## config.mk

```make
export PLATFORM = sky130hd
export DESIGN_NAME = closest_neighbour_triple_select_core
export DESIGN_NICKNAME = d
export VERILOG_FILES = /design/src/hw/rtl/cnts_pkg.sv /design/src/hw/rtl/cnts_front.sv /design/src/hw/rtl/cnts_queue.sv /design/src/hw/rtl/cnts_sqrt.sv /design/src/hw/rtl/cnts_walk.sv /design/src/hw/rtl/closest_neighbour_triple_select_core.sv
export SDC_FILE = /design/constraint.sdc
export NUM_CORES = 2
export LEC_CHECK = 0
export BUFFER_PORTS_ARGS = -buffer_cell sky130_fd_sc_hd__buf_2
export CORE_ASPECT_RATIO = 0.8
export CORE_MARGIN = 2
export CORE_UTILIZATION = 30
export DETAILED_ROUTE_END_ITERATION = 8
export PLACE_DENSITY = 0.49
export SETUP_SLACK_MARGIN = 0.05
export SLEW_MARGIN = 5
export SYNTH_ARGS = -nofsm -noshare
export SYNTH_HDL_FRONTEND = slang
export SYNTH_HIERARCHICAL = 1
export SYNTH_SLANG_ARGS = --single-unit
export TNS_END_PERCENT = 10
```

## constraint.sdc

```tcl
create_clock -name aclk -period 11.21 [get_ports aclk]
set_clock_uncertainty 0.05 [all_clocks]
set_input_delay 1.121 -clock aclk [delete_from_list [all_inputs] [get_ports aclk]]
set_output_delay 1.121 -clock aclk [all_outputs]
set_load 0.005 [all_outputs]
```

## src/hw/rtl/cnts_pkg.sv

```systemverilog
package cnts_pkg;

    // ring size and derived index widths
    localparam int RING_POINTS = 8;
    localparam int IDX_W       = $clog2(RING_POINTS);
    localparam int CNT_W       = $clog2(RING_POINTS + 1);

    // field widths
    localparam int COORD_W     = 10;
    localparam int WIDTH_W     = 11;
    localparam int MINCNT_W    = 4;
    localparam int OUT_IDX_W   = 3;
    localparam int OUT_SUM_W   = 20;
    localparam int CMP_W       = (CNT_W > MINCNT_W) ? CNT_W : MINCNT_W;

    // distance arithmetic, 8 fraction bits on the root
    localparam int SQ_W        = 2 * COORD_W + 1;
    localparam int FRAC_SHIFT  = 16;
    localparam int ROOT_W      = (SQ_W + FRAC_SHIFT + 1) / 2;
    localparam int RAD_W       = 2 * ROOT_W;
    localparam int REM_W       = ROOT_W + 2;
    localparam int DIST_W      = 20;
    localparam int SUM_W       = DIST_W + 1;
    localparam int LIM_SQ_W    = 2 * WIDTH_W;

    localparam logic [SUM_W-1:0] SUM_MAX = '1;

    // queue between front and walk
    localparam int QUEUE_DEPTH = 2;
    localparam int QPTR_W      = $clog2(QUEUE_DEPTH);

    // configuration register map
    localparam int CFG_ADDR_W  = 4;
    localparam int CFG_IDX_W   = 2;
    localparam logic [CFG_IDX_W-1:0] REG_MIN_WIDTH = 2'd0;
    localparam logic [CFG_IDX_W-1:0] REG_MAX_WIDTH = 2'd1;
    localparam logic [CFG_IDX_W-1:0] REG_MIN_COUNT = 2'd2;

    // stream widths
    localparam int S_DATA_W    = 24;
    localparam int M_DATA_W    = 24;

    typedef struct packed {
        logic [COORD_W-1:0] y;
        logic [COORD_W-1:0] x;
    } point_t;

    typedef point_t [RING_POINTS-1:0] ring_t;

    typedef struct packed {
        ring_t            pts;
        logic [CNT_W-1:0] count;
    } job_t;

    typedef struct packed {
        logic valid;
        job_t job;
    } push_t;

    typedef struct packed {
        logic                 found;
        logic [OUT_IDX_W-1:0] index;
        logic [OUT_SUM_W-1:0] sum;
    } result_t;

endpackage

```

## src/hw/rtl/cnts_front.sv

```systemverilog
module cnts_front (
    input  logic                          aclk,
    input  logic                          aresetn,
    input  logic                          in_valid,
    output logic                          in_ready,
    input  cnts_pkg::point_t              in_point,
    input  logic                          in_last,
    input  logic                          q_full,
    output cnts_pkg::push_t               q_push
);
    import cnts_pkg::*;

    ring_t            ring_reg;
    ring_t            ring_next;
    logic [CNT_W-1:0] count_reg;
    logic [CNT_W-1:0] count_next;
    logic [CNT_W-1:0] count_inc;
    logic             room;
    logic             accept;

    assign in_ready = !q_full;
    assign accept   = in_valid && in_ready;
    assign room     = count_reg < CNT_W'(RING_POINTS);
    assign count_inc = room ? count_reg + CNT_W'(1) : count_reg;

    // store the point unless the ring is full
    always_comb begin
        ring_next = ring_reg;
        if (room) begin
            ring_next[count_reg[IDX_W-1:0]] = in_point;
        end
    end

    // count restarts once the ring is closed
    always_comb begin
        count_next = count_reg;
        if (accept) begin
            count_next = in_last ? '0 : count_inc;
        end
    end

    // closed ring goes to the queue as one job
    always_comb begin
        q_push.valid     = accept && in_last;
        q_push.job.pts   = ring_next;
        q_push.job.count = count_inc;
    end

    always_ff @(posedge aclk) begin
        if (!aresetn) begin
            count_reg <= '0;
        end else begin
            count_reg <= count_next;
        end
    end

    always_ff @(posedge aclk) begin
        if (accept) begin
            ring_reg <= ring_next;
        end
    end

endmodule

```

## src/hw/rtl/cnts_queue.sv

```systemverilog
module cnts_queue (
    input  logic                 aclk,
    input  logic                 aresetn,
    input  cnts_pkg::push_t      push,
    output logic                 full,
    input  logic                 pop,
    output logic                 not_empty,
    output cnts_pkg::job_t       pop_job
);
    import cnts_pkg::*;

    job_t              slot_reg [QUEUE_DEPTH];
    logic [QPTR_W-1:0] wr_ptr_reg;
    logic [QPTR_W-1:0] wr_ptr_next;
    logic [QPTR_W-1:0] rd_ptr_reg;
    logic [QPTR_W-1:0] rd_ptr_next;
    logic [QPTR_W:0]   fill_reg;
    logic [QPTR_W:0]   fill_next;
    logic              do_push;
    logic              do_pop;

    assign full      = fill_reg == (QPTR_W + 1)'(QUEUE_DEPTH);
    assign not_empty = fill_reg != '0;
    assign do_push   = push.valid && !full;
    assign do_pop    = pop && not_empty;
    assign pop_job   = slot_reg[rd_ptr_reg];

    // pointer and fill bookkeeping
    always_comb begin
        wr_ptr_next = do_push ? wr_ptr_reg + QPTR_W'(1) : wr_ptr_reg;
        rd_ptr_next = do_pop ? rd_ptr_reg + QPTR_W'(1) : rd_ptr_reg;
        fill_next   = fill_reg;
        if (do_push && !do_pop) begin
            fill_next = fill_reg + (QPTR_W + 1)'(1);
        end else if (do_pop && !do_push) begin
            fill_next = fill_reg - (QPTR_W + 1)'(1);
        end
    end

    always_ff @(posedge aclk) begin
        if (!aresetn) begin
            wr_ptr_reg <= '0;
            rd_ptr_reg <= '0;
            fill_reg   <= '0;
        end else begin
            wr_ptr_reg <= wr_ptr_next;
            rd_ptr_reg <= rd_ptr_next;
            fill_reg   <= fill_next;
        end
    end

    always_ff @(posedge aclk) begin
        if (do_push) begin
            slot_reg[wr_ptr_reg] <= push.job;
        end
    end

endmodule

```

## src/hw/rtl/cnts_sqrt.sv

```systemverilog
module cnts_sqrt (
    input  logic                         aclk,
    input  logic                         aresetn,
    input  logic                         start,
    input  logic [cnts_pkg::SQ_W-1:0]    square,
    output logic                         done,
    output logic [cnts_pkg::ROOT_W-1:0]  root
);
    import cnts_pkg::*;

    localparam int ITER_W = $clog2(ROOT_W);

    logic              busy_reg;
    logic              done_reg;
    logic [ITER_W-1:0] cnt_reg;
    logic [RAD_W-1:0]  rad_reg;
    logic [REM_W-1:0]  rem_reg;
    logic [ROOT_W-1:0] root_reg;
    logic [REM_W+1:0]  rem_shift;
    logic [REM_W+1:0]  trial;
    logic              take;
    logic [REM_W-1:0]  rem_next;
    logic [ROOT_W-1:0] root_next;

    // one root bit per cycle, restoring digit recurrence
    always_comb begin
        rem_shift = {rem_reg, rad_reg[RAD_W-1 -: 2]};
        trial     = {{(REM_W - ROOT_W){1'b0}}, root_reg, 2'b01};
        take      = rem_shift >= trial;
        rem_next  = take ? REM_W'(rem_shift - trial) : REM_W'(rem_shift);
        root_next = {root_reg[ROOT_W-2:0], take};
    end

    always_ff @(posedge aclk) begin
        if (!aresetn) begin
            busy_reg <= 1'b0;
            done_reg <= 1'b0;
            cnt_reg  <= '0;
        end else begin
            done_reg <= 1'b0;
            if (start) begin
                busy_reg <= 1'b1;
                cnt_reg  <= '0;
            end else if (busy_reg) begin
                cnt_reg <= cnt_reg + ITER_W'(1);
                if (cnt_reg == ITER_W'(ROOT_W - 1)) begin
                    busy_reg <= 1'b0;
                    done_reg <= 1'b1;
                end
            end
        end
    end

    always_ff @(posedge aclk) begin
        if (start) begin
            rad_reg  <= RAD_W'({square, {FRAC_SHIFT{1'b0}}});
            rem_reg  <= '0;
            root_reg <= '0;
        end else if (busy_reg) begin
            rad_reg  <= {rad_reg[RAD_W-3:0], 2'b00};
            rem_reg  <= rem_next;
            root_reg <= root_next;
        end
    end

    assign done = done_reg;
    assign root = root_reg;

endmodule

```

## src/hw/rtl/cnts_walk.sv

```systemverilog
module cnts_walk (
    input  logic                            aclk,
    input  logic                            aresetn,
    input  logic [cnts_pkg::WIDTH_W-1:0]    min_width,
    input  logic [cnts_pkg::WIDTH_W-1:0]    max_width,
    input  logic [cnts_pkg::MINCNT_W-1:0]   min_count,
    input  logic                            q_not_empty,
    input  cnts_pkg::job_t                  q_job,
    output logic                            q_pop,
    output logic                            res_valid,
    input  logic                            res_ready,
    output cnts_pkg::result_t               res
);
    import cnts_pkg::*;

    typedef enum logic [9:0] {
        ST_IDLE = 10'b00_0000_0001,
        ST_STEP = 10'b00_0000_0010,
        ST_RD_A = 10'b00_0000_0100,
        ST_RD_B = 10'b00_0000_1000,
        ST_SQR  = 10'b00_0001_0000,
        ST_SUM  = 10'b00_0010_0000,
        ST_TEST = 10'b00_0100_0000,
        ST_ROOT = 10'b00_1000_0000,
        ST_CMP  = 10'b01_0000_0000,
        ST_DONE = 10'b10_0000_0000
    } walk_state_t;

    walk_state_t         state_reg;
    walk_state_t         state_next;
    ring_t               ring_reg;
    logic [CNT_W-1:0]    n_reg;
    logic [CNT_W-1:0]    i_reg;
    logic [IDX_W-1:0]    mid_reg;
    logic                phase_reg;
    point_t              a_reg;
    point_t              b_reg;
    logic [2*COORD_W-1:0] dxsq_reg;
    logic [2*COORD_W-1:0] dysq_reg;
    logic [SQ_W-1:0]     sq_reg;
    logic [LIM_SQ_W-1:0] lo_sq_reg;
    logic [LIM_SQ_W-1:0] hi_sq_reg;
    logic [DIST_W-1:0]   prev_reg;
    logic [DIST_W-1:0]   d0_reg;
    logic [DIST_W-1:0]   d1_reg;
    logic [SUM_W-1:0]    best_reg;
    logic [IDX_W-1:0]    chosen_reg;
    logic                found_reg;
    logic                res_valid_reg;
    result_t             res_reg;

    logic [IDX_W-1:0]    b_idx;
    logic [CNT_W:0]      wrap;
    logic [IDX_W-1:0]    rd_idx;
    point_t              rd_point;
    logic [COORD_W-1:0]  dx;
    logic [COORD_W-1:0]  dy;
    logic                in_window;
    logic                count_ok;
    logic [SUM_W-1:0]    sum;
    logic                sqrt_start;
    logic                sqrt_done;
    logic [ROOT_W-1:0]   sqrt_root;
    logic                out_free;

    // neighbour index: i-1 first, then (i+1) mod n
    always_comb begin
        wrap = (CNT_W + 1)'(i_reg) + (CNT_W + 1)'(1);
        if (wrap >= (CNT_W + 1)'(n_reg)) begin
            wrap = wrap - (CNT_W + 1)'(n_reg);
        end
        if (wrap >= (CNT_W + 1)'(n_reg)) begin
            wrap = wrap - (CNT_W + 1)'(n_reg);
        end
        b_idx = phase_reg ? IDX_W'(wrap) : IDX_W'(i_reg - CNT_W'(1));
    end

    // single read port on the ring copy
    assign rd_idx   = (state_reg == ST_RD_A) ? mid_reg : b_idx;
    assign rd_point = ring_reg[rd_idx];

    assign dx = (a_reg.x > b_reg.x) ? a_reg.x - b_reg.x : b_reg.x - a_reg.x;
    assign dy = (a_reg.y > b_reg.y) ? a_reg.y - b_reg.y : b_reg.y - a_reg.y;

    assign in_window = (LIM_SQ_W'(sq_reg) >= lo_sq_reg) && (LIM_SQ_W'(sq_reg) <= hi_sq_reg);
    assign count_ok  = (CMP_W'(q_job.count) >= CMP_W'(min_count)) && (q_job.count != '0);
    assign sum       = SUM_W'(d0_reg) + SUM_W'(d1_reg);
    assign out_free  = !res_valid_reg || res_ready;

    assign sqrt_start = (state_reg == ST_TEST) && in_window;
    assign q_pop      = (state_reg == ST_IDLE) && q_not_empty;

    cnts_sqrt u_sqrt (
        .aclk    (aclk),
        .aresetn (aresetn),
        .start   (sqrt_start),
        .square  (sq_reg),
        .done    (sqrt_done),
        .root    (sqrt_root)
    );

    // walk sequencer
    always_comb begin
        state_next = state_reg;
        case (state_reg)
            ST_IDLE: begin
                if (q_not_empty) begin
                    state_next = count_ok ? ST_STEP : ST_DONE;
                end
            end
            ST_STEP: state_next = (i_reg == '0) ? ST_DONE : ST_RD_A;
            ST_RD_A: state_next = ST_RD_B;
            ST_RD_B: state_next = ST_SQR;
            ST_SQR:  state_next = ST_SUM;
            ST_SUM:  state_next = ST_TEST;
            ST_TEST: state_next = in_window ? ST_ROOT : ST_STEP;
            ST_ROOT: begin
                if (sqrt_done) begin
                    if (phase_reg || prev_reg != '0) begin
                        state_next = ST_CMP;
                    end else begin
                        state_next = ST_RD_B;
                    end
                end
            end
            ST_CMP:  state_next = ST_STEP;
            ST_DONE: state_next = out_free ? ST_IDLE : ST_DONE;
            default: state_next = ST_IDLE;
        endcase
    end

    always_ff @(posedge aclk) begin
        if (!aresetn) begin
            state_reg     <= ST_IDLE;
            res_valid_reg <= 1'b0;
        end else begin
            state_reg <= state_next;
            if (state_reg == ST_DONE && out_free) begin
                res_valid_reg <= 1'b1;
            end else if (res_ready) begin
                res_valid_reg <= 1'b0;
            end
        end
    end

    // datapath registers
    always_ff @(posedge aclk) begin
        case (state_reg)
            ST_IDLE: begin
                ring_reg   <= q_job.pts;
                n_reg      <= q_job.count;
                i_reg      <= q_job.count;
                lo_sq_reg  <= LIM_SQ_W'(min_width) * LIM_SQ_W'(min_width);
                hi_sq_reg  <= LIM_SQ_W'(max_width) * LIM_SQ_W'(max_width);
                prev_reg   <= '0;
                best_reg   <= SUM_MAX;
                chosen_reg <= '0;
                found_reg  <= 1'b0;
            end
            ST_STEP: begin
                mid_reg   <= (i_reg == n_reg) ? '0 : IDX_W'(i_reg);
                phase_reg <= 1'b0;
            end
            ST_RD_A: a_reg <= rd_point;
            ST_RD_B: b_reg <= rd_point;
            ST_SQR: begin
                dxsq_reg <= (2 * COORD_W)'(dx) * (2 * COORD_W)'(dx);
                dysq_reg <= (2 * COORD_W)'(dy) * (2 * COORD_W)'(dy);
            end
            ST_SUM:  sq_reg <= SQ_W'(dxsq_reg) + SQ_W'(dysq_reg);
            ST_TEST: begin
                if (!in_window) begin
                    if (!phase_reg) begin
                        // first distance fails: skip the next index too
                        prev_reg <= '0;
                        i_reg    <= (i_reg >= CNT_W'(2)) ? i_reg - CNT_W'(2) : '0;
                    end else begin
                        i_reg <= i_reg - CNT_W'(1);
                    end
                end
            end
            ST_ROOT: begin
                if (sqrt_done) begin
                    if (!phase_reg) begin
                        d0_reg   <= DIST_W'(sqrt_root);
                        prev_reg <= DIST_W'(sqrt_root);
                        // reuse the last distance that passed the window
                        d1_reg    <= prev_reg;
                        phase_reg <= 1'b1;
                    end else begin
                        d1_reg <= DIST_W'(sqrt_root);
                    end
                end
            end
            ST_CMP: begin
                if (sum < best_reg) begin
                    best_reg   <= sum;
                    chosen_reg <= mid_reg;
                    found_reg  <= 1'b1;
                end
                i_reg <= i_reg - CNT_W'(1);
            end
            ST_DONE: begin
                if (out_free) begin
                    res_reg.found <= found_reg;
                    res_reg.index <= found_reg ? OUT_IDX_W'(chosen_reg) : '0;
                    res_reg.sum   <= found_reg ? best_reg[OUT_SUM_W-1:0] : '0;
                end
            end
            default: begin
            end
        endcase
    end

    assign res_valid = res_valid_reg;
    assign res       = res_reg;

endmodule

```

## src/hw/rtl/closest_neighbour_triple_select_core.sv

```systemverilog
// channel   | ports                 | contents
// ----------+-----------------------+-------------------------------------------
// input     | s_tvalid/s_tready     | one ring point per item, tlast closes ring
// result    | m_tvalid/m_tready     | one item per closed ring
// config    | apb (psel..prdata)    | min_width @0x0, max_width @0x4, min_count @0x8
//
// points are taken one per cycle while the queue has room; a closed ring goes to a
// two-entry job queue. per distance the walk reads both points, squares, sums and
// tests the window, and if inside takes the root in one root unit shared by every
// step; each ring ends in a handoff and a result.
// reset is synchronous and clears counters, queue and sequencer; no clearing pass.
// input stalls only when the job queue is full; a waiting result holds the walk.
module closest_neighbour_triple_select_core (
    input  logic                                  aclk,
    input  logic                                  aresetn,
    // point_x [9:0], point_y [19:10], zero [23:20]
    input  logic [cnts_pkg::S_DATA_W-1:0]         s_tdata,
    input  logic                                  s_tlast,
    input  logic                                  s_tvalid,
    output logic                                  s_tready,
    // best_index [2:0], best_sum [22:3], zero [23]
    output logic [cnts_pkg::M_DATA_W-1:0]         m_tdata,
    // found [0]
    output logic [0:0]                            m_tuser,
    output logic                                  m_tvalid,
    input  logic                                  m_tready,
    input  logic                                  psel,
    input  logic                                  penable,
    input  logic                                  pwrite,
    input  logic [cnts_pkg::CFG_ADDR_W-1:0]       paddr,
    input  logic [31:0]                           pwdata,
    output logic [31:0]                           prdata,
    output logic                                  pready
);
    import cnts_pkg::*;

    logic [WIDTH_W-1:0]   min_width_reg;
    logic [WIDTH_W-1:0]   max_width_reg;
    logic [MINCNT_W-1:0]  min_count_reg;
    logic [CFG_IDX_W-1:0] cfg_idx;
    logic                 cfg_write;
    point_t               in_point;
    push_t                q_push;
    logic                 q_full;
    logic                 q_pop;
    logic                 q_not_empty;
    job_t                 q_job;
    result_t              res;

    // configuration port
    assign pready    = 1'b1;
    assign cfg_idx   = paddr[CFG_ADDR_W-1:2];
    assign cfg_write = psel && penable && pwrite && pready;

    always_ff @(posedge aclk) begin
        if (!aresetn) begin
            min_width_reg <= WIDTH_W'(25);
            max_width_reg <= WIDTH_W'(70);
            min_count_reg <= MINCNT_W'(4);
        end else if (cfg_write) begin
            case (cfg_idx)
                REG_MIN_WIDTH: min_width_reg <= pwdata[WIDTH_W-1:0];
                REG_MAX_WIDTH: max_width_reg <= pwdata[WIDTH_W-1:0];
                REG_MIN_COUNT: min_count_reg <= pwdata[MINCNT_W-1:0];
                default: begin
                end
            endcase
        end
    end

    always_comb begin
        case (cfg_idx)
            REG_MIN_WIDTH: prdata = 32'(min_width_reg);
            REG_MAX_WIDTH: prdata = 32'(max_width_reg);
            REG_MIN_COUNT: prdata = 32'(min_count_reg);
            default:       prdata = '0;
        endcase
    end

    // unpack the input item
    assign in_point.x = s_tdata[COORD_W-1:0];
    assign in_point.y = s_tdata[2*COORD_W-1:COORD_W];

    cnts_front u_front (
        .aclk     (aclk),
        .aresetn  (aresetn),
        .in_valid (s_tvalid),
        .in_ready (s_tready),
        .in_point (in_point),
        .in_last  (s_tlast),
        .q_full   (q_full),
        .q_push   (q_push)
    );

    cnts_queue u_queue (
        .aclk      (aclk),
        .aresetn   (aresetn),
        .push      (q_push),
        .full      (q_full),
        .pop       (q_pop),
        .not_empty (q_not_empty),
        .pop_job   (q_job)
    );

    cnts_walk u_walk (
        .aclk        (aclk),
        .aresetn     (aresetn),
        .min_width   (min_width_reg),
        .max_width   (max_width_reg),
        .min_count   (min_count_reg),
        .q_not_empty (q_not_empty),
        .q_job       (q_job),
        .q_pop       (q_pop),
        .res_valid   (m_tvalid),
        .res_ready   (m_tready),
        .res         (res)
    );

    // pack the result item
    assign m_tdata = M_DATA_W'({res.sum, res.index});
    assign m_tuser = res.found;

    // a not-found result carries zero index and sum
    a_notfound_zero: assert property (@(posedge aclk) disable iff (!aresetn)
        m_tvalid && !m_tuser[0] |-> m_tdata == '0)
        else $error("not-found result with nonzero payload");

    // a closed ring is never offered to a full queue
    a_no_push_full: assert property (@(posedge aclk) disable iff (!aresetn)
        q_push.valid |-> !q_full)
        else $error("job pushed into a full queue");

    // reset empties the result register
    a_reset_clears: assert property (@(posedge aclk)
        !aresetn |=> !m_tvalid)
        else $error("result valid right after reset");

endmodule

```

==> impl_metrics.toml <==
[run_status]
status = "complete, no violations"

[sta]
max_clock_freq_ghz = 0.1228
slew_headroom_pct = 22.09
setup_tns_ns = 0
fin_crit_sh_pct = 72.65
hold_violations = 0
worstMarginPinSlew_ns = 1.152
rsz0062_at_grt = "no"
maxSlewViolCount = 0
fin_crit_ns = 8.144
setup_viol = 0

[route]
wirelength_mm = 119.6
drtIter0Drc = 1632
wl_per_cell_um = 17.19
drc = 0
first_pass_iters = 5
detail-route-antenna-nets = 0
post_drt_via_cell_ratio = 4.539
vias = 31590

[critical_path]
start_kind = "register"
critical_path.max_stage_delay_ns = 0.66
cp.required_ns = 11.61
reg2reg_from = "u_walk/a_reg[10]"
worst_setup_path_end_kind = "register"
r2r_slack_ns = 3.07
cp-startpoint = "u_walk/a_reg[10]"
reg2reg_to = "u_walk/dysq_reg[18]"
critPathMaxFanout = 18
crit_path_top_delay_cell = "xnor2_1"
r2r_cells = 31
cp_data_arrival_time_ns = 8.54
crit_type = "register to register"

[pwr]
peakVddDrop_v = 0.0005675
p_per_area_nw_per_um2 = 253.7
p_leak_nw = 25.36
total_power_mw = 16.18

[yosys]
avgSynthCellArea_um2 = 13.43
ys_ff_latch = 1022
yosysMostFrequentCell = "edfxtp_1"
yosysSeqAreaShare_pct = 52.32
synth_edf_count = 928
synthCells = 4234
synth_top_cell_by_area = "edfxtp_1"
async_reset_ff_share_pct = 0
syn-cell-area_um2 = 56860
synthTopCellsByArea = "edfxtp_1 49%, ha_1 8.3%, fa_1 8.0%, mux2_2 7.3%, dfxtp_1 3.3%"
ys.warnings.count = 6
synth_top_area_share_pct = 49.01
synth.distinct_cells = 111
synth_common_cells = "928 x edfxtp_1, 497 x inv_1, 379 x ha_1, 369 x mux2_2, 228 x fa_1"
synth-main-ff-cell = "edfxtp_1"

[cts]
cts_resized = 0
worstSkewPairLatency_ns = 0.79
cts-root-buf = "clkbuf_16"
post-cts-setup-buffers = 0
clock-sinks = 1022
cts_tree = "done"
cts_buffers = 109
ctsHoldBuffers = 0
ctsHtreeMaxLevel = 3
cts_buffer_depth = 3
clk_pin_slew_ns = 0.07

[cells_and_area]
nFillCells = 18380
seqCellArea_um2 = 29750
largest_register_ff_count = 328
syn2layout_area_growth_pct = 12.13
multi_input_comb_area_um2 = 24500
design_area_um2 = 63760
drive_gt1_share_pct = 18.17
fin_nets = 5018
final_cells = 6959

[placed_design]
hpwlAfterDp_mm = 78.25
gp_congestion = 0.7821
dpl.cell_count = 6752
port_buffers = 77
placed_cell_area_um2 = 60070

[hold_path]
holdCritStartpoint = "u_walk/u_sqrt/rem_reg[19]"
min_to = "u_walk/u_sqrt/rem_reg[19]"
hp-class = "register to register"
worstHoldPathCells = 2

[die]
fp.dieH_um = 393.4
core.rowCount = 142
coreArea_um2 = 187800
die_w_um = 490.8
io_pins = 128
initial_core_util_pct = 30.28
die-area_um2 = 193100

[flow_run]
cap_viol_max_count = 0

[grt]
grt_pass1_vias = 32880
grt_usage_pct = 12.39
overflow = 0
grt_max_degree = 114
antenna_found_initial = 11
grt_pass1_wl_mm = 190.3
-- where the power goes --
part	switching, mW	leakage, nW	internal (mW)
clock network	1.60	1.81	2.09
registers	0.235	9.61	5.69
logic	3.88	13.9	2.69
-- logic make-up after synthesis --
| logic type | synth area share, % |
|---|---|
| AO/OA/AOI/OAI | 5.395 |
| XOR/XNOR | 2.689 |
| adder cells (fa/ha/maj) | 16.37 |
| buffers and inverters | 4.902 |
| flip-flops | 52.32 |
| multiplexers | 10.89 |
| other | 0.01321 |
| AND/OR/NAND/NOR | 7.426 |
-- cells in the final DEF, fill, tap and decap left out, types with 12 or more instances in the layout --
cell type    n
mux2_4      22
nand2b_1    50
a21oi_1    123
nor3_1      42
xor2_1      57
clkinv_1    21
mux2i_1     76
mux2_2     369
o211ai_1    19
and2_1     127
xnor2_1    112
clkbuf_16  110
a21o_1      66
fa_1       228
o21a_1      31
clkinv_2    24
clkbuf_1    15
edfxtp_1   928
dfxtp_1     92
nand2_1    189
a211oi_1    26
ha_1       379
or2_2       19
nand4_1     16
inv_1      495
nor2b_1     48
and3_1      12
conb_1      23
o21ai_0     62
mux4_2      40
buf_4       48
o21bai_1    16
buf_2       77
nor2_1     190
nand3_1     33
-- per-layer routing --
layer,up-vias,wire [um],GRT usage (%)
met4,4,2429,2.954
met5,-,23,0
met3,153,3720,1.884
met1,15870,59490,17.85
li1,15210,-,-
met2,358,53940,19.51
-- how the worst max path moves through the flow --
| stage | to | cells past startpoint |
|---|---|---|
| floorplan | u_queue/slot_reg[0][0] | 5 |
| global placement | u_walk/dysq_reg[18] | 31 |
| detailed placement | u_walk/dysq_reg[18] | 31 |
| CTS | u_walk/dysq_reg[18] | 31 |
| global route | u_walk/dysq_reg[18] | 31 |
| finish | u_walk/dysq_reg[18] | 31 |
-- layout make-up --
class / count / area share [%]
diodes: 2 / 0.007849
clock buffers: 130 / 4.513
clock inverters: 75 / 1.270
inverters: 502 / 2.975
multi-input cells: 2582 / 38.42
flip-flops and latches: 1022 / 46.66
well taps: 2520 / 4.945
repair buffers: 126 / 1.201
-- per-stage QoR --
step           hold WS (ns)  setup WS [ns]  util, %
2_1_floorplan        0.3927          1.877        -
3_3_place_gp         0.4104          3.081    31.99
3_5_place_dp         0.4082          3.026    31.99
4_1_cts              0.4181          2.988    33.95
5_1_grt              0.4417          2.400    33.95
6_report             0.4181          3.066    33.95
-- critical path: cells and delay by family, from the launching register on --
kind / cells / cell delay (ns)
AO/OA/AOI/OAI: 11 / 2.31
flip-flops: 1 / 0.40
XOR/XNOR: 2 / 0.76
buffers and inverters: 6 / 0.79
adder cells (fa/ha/maj): 8 / 3.05
AND/OR/NAND/NOR: 4 / 0.52
(Power assumes the default switching activity.)
